--- config.mk ---
export PLATFORM = sky130hd
export DESIGN_NAME = radiation_model_flow
export DESIGN_NICKNAME = d
export VERILOG_FILES = /design/src/design/rmf_pkg.sv /design/src/design/rmf_queue.sv /design/src/design/rmf_front.sv /design/src/design/rmf_back.sv /design/src/design/radiation_model_flow.sv
export SDC_FILE = /design/constraint.sdc
export NUM_CORES = 2
export LEC_CHECK = 0
export CAP_MARGIN = 5
export CORE_ASPECT_RATIO = 0.6
export CORE_MARGIN = 5
export CORE_UTILIZATION = 54
export DETAILED_ROUTE_END_ITERATION = 10
export DONT_BUFFER_PORTS = 1
export PLACE_DENSITY = 0.67
export SYNTH_ARGS = -nofsm -noshare
export SYNTH_HDL_FRONTEND = slang
export SYNTH_SLANG_ARGS = --single-unit
export TNS_END_PERCENT = 10
--- constraint.sdc ---
create_clock -name clk -period 29.1 [get_ports clk]
set_input_delay 5.82 -clock clk [delete_from_list [all_inputs] [get_ports clk]]
set_output_delay 5.82 -clock clk [all_outputs]
set_load 0.1 [all_outputs]
--- src/design/rmf_pkg.sv ---
// ----------------------------------------------------------------------------
// rmf_pkg
// Shared widths and job record for the radiation model flow block.
// ----------------------------------------------------------------------------
`default_nettype none
package rmf_pkg;
  localparam int EMP_BITS = 24;
  localparam int POP_BITS = 32;
  localparam int IDX_BITS = 16;
  localparam int TOT_BITS = 40;
  localparam int SUM_BITS = 40;
  localparam int FLOW_BITS = 48;
  localparam int ACC_BITS = 128;
  localparam int DIV_BITS = SUM_BITS + 1;
  localparam int MUL_BITS = TOT_BITS;
  localparam int FRAC_SHIFT = 8;
  localparam int QUEUE_DEPTH = 2;

  typedef struct packed {
    logic [IDX_BITS-1:0] index;
    logic [POP_BITS-1:0] pop;
    logic [EMP_BITS-1:0] m;
    logic [EMP_BITS-1:0] n;
    logic [SUM_BITS-1:0] s;
    logic                origin;
  } rmf_job_t;
endpackage
`default_nettype wire

--- src/design/rmf_queue.sv ---
// ----------------------------------------------------------------------------
// rmf_queue
// Two-entry job queue between front and back.
// ----------------------------------------------------------------------------
`default_nettype none
module rmf_queue (
  input  wire logic             clk,
  input  wire logic             rst,
  input  wire logic             push,
  input  wire rmf_pkg::rmf_job_t push_job,
  input  wire logic             pop,
  output rmf_pkg::rmf_job_t     head_job,
  output logic                  valid,
  output logic                  full
);
  rmf_pkg::rmf_job_t mem [rmf_pkg::QUEUE_DEPTH];
  logic wr_ptr;
  logic rd_ptr;
  logic [1:0] count;

  always_ff @(posedge clk) begin
    if (push) begin
      mem[wr_ptr] <= push_job;
    end
  end

  always_ff @(posedge clk) begin
    if (rst) begin
      wr_ptr <= 1'b0;
      rd_ptr <= 1'b0;
      count <= 2'd0;
    end else begin
      if (push) wr_ptr <= ~wr_ptr;
      if (pop) rd_ptr <= ~rd_ptr;
      if (push && !pop) count <= count + 2'd1;
      else if (pop && !push) count <= count - 2'd1;
    end
  end

  assign head_job = mem[rd_ptr];
  assign valid = (count != 2'd0);
  assign full = (count == 2'd2);
endmodule
`default_nettype wire

--- src/design/rmf_front.sv ---
// ----------------------------------------------------------------------------
// rmf_front
// Accept items, keep the running employment sum, issue jobs.
// ----------------------------------------------------------------------------
`default_nettype none
module rmf_front (
  input  wire logic              clk,
  input  wire logic              rst,
  input  wire logic              s_axis_tvalid,
  output logic                   s_axis_tready,
  input  wire logic [95:0]       s_axis_tdata,
  input  wire logic [1:0]        s_axis_tuser,
  input  wire logic              queue_full,
  output logic                   push,
  output rmf_pkg::rmf_job_t      push_job
);
  logic [rmf_pkg::SUM_BITS-1:0] sum;
  logic [rmf_pkg::SUM_BITS-1:0] s_eff;
  logic [rmf_pkg::SUM_BITS:0] sum_wide;

  assign s_axis_tready = !queue_full;
  assign push = s_axis_tvalid && s_axis_tready;

  always_comb begin
    s_eff = s_axis_tuser[0] ? '0 : sum;
    push_job.pop = s_axis_tdata[31:0];
    push_job.m = s_axis_tdata[55:32];
    push_job.index = s_axis_tdata[71:56];
    push_job.n = s_axis_tdata[95:72];
    push_job.origin = s_axis_tuser[1];
    push_job.s = s_eff;
    sum_wide = {1'b0, s_eff}
             + {{(rmf_pkg::SUM_BITS + 1 - rmf_pkg::EMP_BITS){1'b0}}, push_job.n};
  end

  always_ff @(posedge clk) begin
    if (rst) begin
      sum <= '0;
    end else if (push) begin
      sum <= sum_wide[rmf_pkg::SUM_BITS] ? '1 : sum_wide[rmf_pkg::SUM_BITS-1:0];
    end
  end
endmodule
`default_nettype wire

--- src/design/rmf_back.sv ---
// ----------------------------------------------------------------------------
// rmf_back
// Shift-add multiply and restoring divide of one job, then output register.
// ----------------------------------------------------------------------------
`default_nettype none
module rmf_back (
  input  wire logic                          clk,
  input  wire logic                          rst,
  input  wire logic [rmf_pkg::TOT_BITS-1:0]  total,
  input  wire logic                          job_valid,
  input  wire rmf_pkg::rmf_job_t             job,
  output logic                               job_pop,
  output logic                               m_axis_tvalid,
  input  wire logic                          m_axis_tready,
  output logic [63:0]                        m_axis_tdata,
  output logic                               m_axis_tuser
);
  localparam logic [1:0] ST_IDLE = 2'd0;
  localparam logic [1:0] ST_MUL = 2'd1;
  localparam logic [1:0] ST_DIV = 2'd2;
  localparam logic [1:0] ST_OUT = 2'd3;
  localparam int A = rmf_pkg::ACC_BITS;
  localparam int D = rmf_pkg::DIV_BITS;

  logic [1:0] state;
  logic [1:0] sel;
  logic [6:0] cnt;
  logic [A-1:0] x;
  logic [A-1:0] acc;
  logic [A-1:0] acc_next;
  logic [D-1:0] rem;
  logic [D:0] rem_sh;
  logic [D:0] dsel;
  logic ge;
  logic [rmf_pkg::MUL_BITS-1:0] mop [3];
  logic [D-1:0] dv [3];
  logic [rmf_pkg::IDX_BITS-1:0] res_index;
  logic [rmf_pkg::FLOW_BITS-1:0] res_flow;
  logic res_sat;
  logic [D-1:0] ms;
  logic special;

  always_comb begin
    ms = {{(D - rmf_pkg::EMP_BITS){1'b0}}, job.m} + {1'b0, job.s};
    special = (total <= {{(rmf_pkg::TOT_BITS - rmf_pkg::EMP_BITS){1'b0}}, job.m})
           || (ms == '0);
    acc_next = {acc[A-2:0], 1'b0} + (mop[sel][cnt[5:0]] ? x : '0);
    rem_sh = {rem, x[A-1]};
    dsel = {1'b0, dv[sel]};
    ge = (rem_sh >= dsel);
  end

  assign job_pop = (state == ST_IDLE) && job_valid;

  always_ff @(posedge clk) begin
    if (rst) begin
      state <= ST_IDLE;
      m_axis_tvalid <= 1'b0;
    end else begin
      if ((state == ST_OUT) && (!m_axis_tvalid || m_axis_tready)) m_axis_tvalid <= 1'b1;
      else if (m_axis_tready) m_axis_tvalid <= 1'b0;
      case (state)
        ST_IDLE: begin
          if (job_valid) begin
            res_index <= job.index;
            x <= {{(A - rmf_pkg::POP_BITS){1'b0}}, job.pop};
            acc <= '0;
            sel <= 2'd0;
            cnt <= 7'(rmf_pkg::MUL_BITS - 1);
            mop[0] <= total;
            mop[1] <= {{(rmf_pkg::MUL_BITS - rmf_pkg::EMP_BITS){1'b0}}, job.m};
            mop[2] <= {{(rmf_pkg::MUL_BITS - rmf_pkg::EMP_BITS){1'b0}}, job.n};
            dv[0] <= {1'b0, total - {{(rmf_pkg::TOT_BITS - rmf_pkg::EMP_BITS){1'b0}}, job.m}};
            dv[1] <= ms;
            dv[2] <= ms + {{(D - rmf_pkg::EMP_BITS){1'b0}}, job.n};
            if (job.origin) begin
              res_flow <= '0;
              res_sat <= 1'b0;
              state <= ST_OUT;
            end else if (special) begin
              res_flow <= '1;
              res_sat <= 1'b1;
              state <= ST_OUT;
            end else begin
              state <= ST_MUL;
            end
          end
        end
        ST_MUL: begin
          if (cnt == 7'd0) begin
            acc <= '0;
            if (sel == 2'd2) begin
              x <= acc_next << rmf_pkg::FRAC_SHIFT;
              sel <= 2'd0;
              cnt <= 7'(A - 1);
              rem <= '0;
              state <= ST_DIV;
            end else begin
              x <= acc_next;
              sel <= sel + 2'd1;
              cnt <= 7'(rmf_pkg::MUL_BITS - 1);
            end
          end else begin
            acc <= acc_next;
            cnt <= cnt - 7'd1;
          end
        end
        ST_DIV: begin
          x <= {x[A-2:0], ge};
          if (cnt == 7'd0) begin
            rem <= '0;
            cnt <= 7'(A - 1);
            if (sel == 2'd2) begin
              if (x[A-2:rmf_pkg::FLOW_BITS-1] != '0) begin
                res_flow <= '1;
                res_sat <= 1'b1;
              end else begin
                res_flow <= {x[rmf_pkg::FLOW_BITS-2:0], ge};
                res_sat <= 1'b0;
              end
              state <= ST_OUT;
            end else begin
              sel <= sel + 2'd1;
            end
          end else begin
            rem <= ge ? D'(rem_sh - dsel) : rem_sh[D-1:0];
            cnt <= cnt - 7'd1;
          end
        end
        ST_OUT: begin
          if (!m_axis_tvalid || m_axis_tready) begin
            m_axis_tdata <= {res_flow, res_index};
            m_axis_tuser <= res_sat;
            state <= ST_IDLE;
          end
        end
        default: state <= ST_IDLE;
      endcase
    end
  end
endmodule
`default_nettype wire

--- src/design/radiation_model_flow.sv ---
// ----------------------------------------------------------------------------
// radiation_model_flow
// Radiation model commuting flow per neighbor zone of one origin.
// ----------------------------------------------------------------------------
// Sequence for a computed item: job load, 3 x 40 shift-add multiply steps,
// 3 x 128 restoring divide steps, then output; origin items and items saturated
// by the total or zero-divisor rule go from job load straight to output.
// The single shared multiply/divide unit takes a new job only when idle;
// a two-entry queue lets input run ahead.
// Reset clears the running sum, queue and output valid; total resets to 1.
`default_nettype none
module radiation_model_flow (
  input  wire logic        clk,
  input  wire logic        rst,
  input  wire logic        cfg_valid,
  output logic             cfg_ready,
  input  wire logic [39:0] cfg_data,       // total_employment
  input  wire logic        s_axis_tvalid,
  output logic             s_axis_tready,
  input  wire logic [95:0] s_axis_tdata,   // origin_pop, origin_emp, neighbor_index, neighbor_emp
  input  wire logic [1:0]  s_axis_tuser,   // first_neighbor, is_origin
  output logic             m_axis_tvalid,
  input  wire logic        m_axis_tready,
  output logic [63:0]      m_axis_tdata,   // dest_index, flow
  output logic             m_axis_tuser    // saturated
);
  logic [rmf_pkg::TOT_BITS-1:0] total;
  logic q_full;
  logic q_valid;
  logic q_push;
  logic q_pop;
  rmf_pkg::rmf_job_t push_job;
  rmf_pkg::rmf_job_t head_job;

  assign cfg_ready = 1'b1;

  always_ff @(posedge clk) begin
    if (rst) begin
      total <= rmf_pkg::TOT_BITS'(1);
    end else if (cfg_valid) begin
      total <= cfg_data;
    end
  end

  rmf_front u_front (
    .clk(clk), .rst(rst),
    .s_axis_tvalid(s_axis_tvalid), .s_axis_tready(s_axis_tready),
    .s_axis_tdata(s_axis_tdata), .s_axis_tuser(s_axis_tuser),
    .queue_full(q_full), .push(q_push), .push_job(push_job)
  );

  rmf_queue u_queue (
    .clk(clk), .rst(rst), .push(q_push), .push_job(push_job),
    .pop(q_pop), .head_job(head_job), .valid(q_valid), .full(q_full)
  );

  rmf_back u_back (
    .clk(clk), .rst(rst), .total(total),
    .job_valid(q_valid), .job(head_job), .job_pop(q_pop),
    .m_axis_tvalid(m_axis_tvalid), .m_axis_tready(m_axis_tready),
    .m_axis_tdata(m_axis_tdata), .m_axis_tuser(m_axis_tuser)
  );

  a_full_blocks: assert property (@(posedge clk) disable iff (rst)
    q_full |-> !s_axis_tready) else $error("accept while queue full");
  a_pop_valid: assert property (@(posedge clk) disable iff (rst)
    q_pop |-> q_valid) else $error("pop from empty queue");
  a_reset_out: assert property (@(posedge clk)
    rst |=> !m_axis_tvalid) else $error("output valid after reset");
endmodule
`default_nettype wire
==> qor.yml <==
antenna_found_initial: 10
dr.pass1.iters: 6
min_from: "u_back.res_flow[11]$_DFFE_PP_"
critical_path.slowest_cell: "and3_1"
rsz0062_at_grt: "false"
grt_max_degree: 173
critPathTopFamily: "compound AO/OA/AOI/OAI gates"
cts_resized: 0
holdPathStages: 0
max_freq_ghz: 0.101
multi_input_area_um2: 25000
synth_cell_types: 85
synth_seq_cells: 1009
crit_chain: "nor2b_1 -> ha_1 -> inv_1 -> fa_1 -> nor2b_1 -> o21ai_0 -> a21boi_0 -> o21a_1 -> a32o_1 -> a41oi_1 -> a31oi_1 -> a31o_2 -> and3_1 -> nand2_1 -> nand2_1 -> buf_4 -> o21ai_0 -> a211oi_1"
drt_iter0_markers: 5146
grt_pass1_vias: 37400
required_ps: 29730
timing.setup.tns_ps: 0
vias_per_cell: 6.28
synthToLayoutAreaGrowth_pct: 7.96
clk-insertion-delay-late_ps: 730
slew_viol_final: 0
grt_pass1_wl_mm: 242
ir_drop_v: 0.000117
post-synth-top-area-cell: "edfxtp_1"
grt_overflow_total: 0
syn_avg_cell_area_um2: 10.8
leakagePower_nw: 22.1
synth_largest_type_area_fraction: 0.495
worstPathMaxFanout: 56
cts_sinks: 1009
synth_flop_cell: "edfxtp_1"
synth_edf_count: 919
place.gp.congestion: 0.993
drc: 0
grt_use_total: 0.288
cp_num_cells: 18
hold_buffers: 0
setup_violations: 0
status: "finished, final reports clean"
critPathBufInv: 2
cts_tree: "yes"
path_clk_slew_ps: 70
die_w_um: 425
cts_max_path_buffers: 3
ff2ff_path_depth: 17
detail-route-antenna-nets: 0
detail_route.wirelength_mm: 163
max_stage_delay_ps: 450
maxCapViolCount: 0
layout-drive-gt1-share: 0.0648
vias: 41000
cellPowerDensity_nw_per_um2: 130
fill_cells: 8581
yosys_warnings: 0
synth_fp_nets: 5582
coreArea_um2: 103000
crit_path_start: "s_axis_tuser[0]"
cp-end-kind: "register"
hold_viol: 0
wl_per_cell_um: 24.9
ff_latch_area_um2: 29400
path_class: "in2reg"
period_share: 0.341
syn_inst: 5161
finalNetCount: 5466
slew_headroom: 0.132
cts_max_level: 3
syn-cell-area_um2: 55800
rows: 91
numCtsBuffers: 96
port_buffers: 0
placedCellCount: 6342
root_buffer: "clkbuf_16"
hp-class: "reg2reg"
synthArstFlopShare: 0
die_y_um: 259
worstSetupStartpointType: "input port"
period_minus_slack_ps: 9920
cp.arrival_ps: 10550
postCtsSetupBuffers: 0
finalClockSkew_ps: 49.7
ys_top_cells_by_area: "edfxtp_1, ha_1, nor2_1"
total_power_mw: 7.85
start_util: 0.544
yosysSeqAreaShare: 0.527
worst_pin_slew_ps: 1300
ios: 211
dp_hpwl_mm: 118
fin_cells: 6528
die-area_um2: 110000
[metrics by stage]
stage          area (µm²)  setup WS (ps)  utilization  hold slack (ps)
2_1_floorplan       55800          13370            -              400
4_1_cts             60200          19410        0.587              413
3_5_place_dp        57000          18690        0.556              405
5_1_grt             60200          19050        0.587              424
6_report            60200          19180        0.587              409
3_3_place_gp        57000          18780        0.556              401
[worst register-to-register path, stage by stage (launching register included)]
cell and delay, ps:
dfxtp_4 790, buf_4 910, mux2i_1 360, inv_1 100, ha_1 370, a21oi_1 290
nand2_1 230, o2111a_1 330, o21ai_0 790, nand2_1 280, xnor2_1 380, or4_1 470
or4_1 530, nor2_1 380, nand4_1 160, o21ai_1 770, and3_2 320, buf_4 520
[Yosys cell counts (13+ instances only)]
cell type	n
nor4_1	38
inv_1	134
o21bai_1	56
a22o_1	13
nor3_1	57
o221ai_1	51
or3_1	23
edfxtp_1	919
nand2b_1	40
o211ai_1	33
and2_1	36
a21oi_1	404
nand3_1	60
ha_1	272
buf_1	19
mux2_2	71
o21a_1	37
o21ai_0	254
or4_1	14
nand2_1	427
o31ai_1	15
a31oi_1	50
or2_2	16
nor2_1	554
a21boi_0	35
nor2b_1	231
dfxtp_1	90
o22ai_1	25
a21o_1	148
mux4_2	18
mux2i_1	159
clkbuf_1	228
xnor2_1	186
nand4_1	96
xor2_1	112
and3_1	30
a211oi_1	52
[layout by cell type, fill, tap and decap left out, types with 96 or more instances in the layout]
master / n
clkbuf_16: 99
nand2_1: 423
nor2_1: 550
inv_1: 133
ha_1: 268
xnor2_1: 186
o21ai_0: 254
mux2i_1: 159
xor2_1: 112
nand4_1: 96
a21o_1: 148
a21oi_1: 403
nor2b_1: 231
edfxtp_1: 919
[report_power, final]
group | leakage, nW | internal [mW] | total [mW] | switching (mW)
registers | 9.36 | 2.17 | 2.40 | 0.228
logic | 11.2 | 1.40 | 4.17 | 2.77
clock network | 1.52 | 0.700 | 1.28 | 0.577
[cell type report]
type / instances / share of cell area
Multi-Input combinational cell: 3762 / 0.415
Timing Repair Buffer: 41 / 0.00553
Tap cell: 1395 / 0.0290
Inverter: 135 / 0.00850
Antenna cell: 10 / 0.000416
Clock inverter: 44 / 0.00781
Clock buffer: 132 / 0.0449
Sequential cell: 1009 / 0.488
[metal layers]
metal | vias up | global-route usage | routed length [µm]
met5 | - | 0.00789 | 155
met4 | 6 | 0.0579 | 3030
met3 | 176 | 0.101 | 20400
met2 | 1962 | 0.370 | 62100
met1 | 19900 | 0.461 | 76900
li1 | 18900 | - | -
[cell families after synthesis]
group / synth area share
buffers and inverters: 0.0265
XOR/XNOR: 0.0468
adder cells (fa/ha/maj): 0.0632
flip-flops: 0.527
multiplexers: 0.0501
AO/OA/AOI/OAI: 0.145
AND/OR/NAND/NOR: 0.141
other: 0.0000672
[registers in the layout (all words and copies together) (netlist names), 2 cells and up, named ones only]
name and count:
total 40, u_back.rem 41, u_queue.mem 274, u_queue.count 2, u_back.x 128, u_back.sel 2
u_back.mop 88, u_back.res_index 16, u_back.state 2, u_back.m_axis_tdata 64, u_front.sum 40, u_back.cnt 7
u_back.dv 122, u_back.res_flow 48, u_back.acc 127
[path summary, 6_finish.rpt]
check | slack, ps | to
setup / recovery | 19180 | u_front.sum[39]$_SDFFE_PP0P_
hold / removal | 410 | u_back.m_axis_tdata[27]$_DFFE_PP_
setup reg to reg | 20640 | u_back.res_flow[16]$_DFFE_PP_
hold reg to reg | 410 | u_back.m_axis_tdata[27]$_DFFE_PP_
No activity file was read; power rests on OpenSTA's default activity.
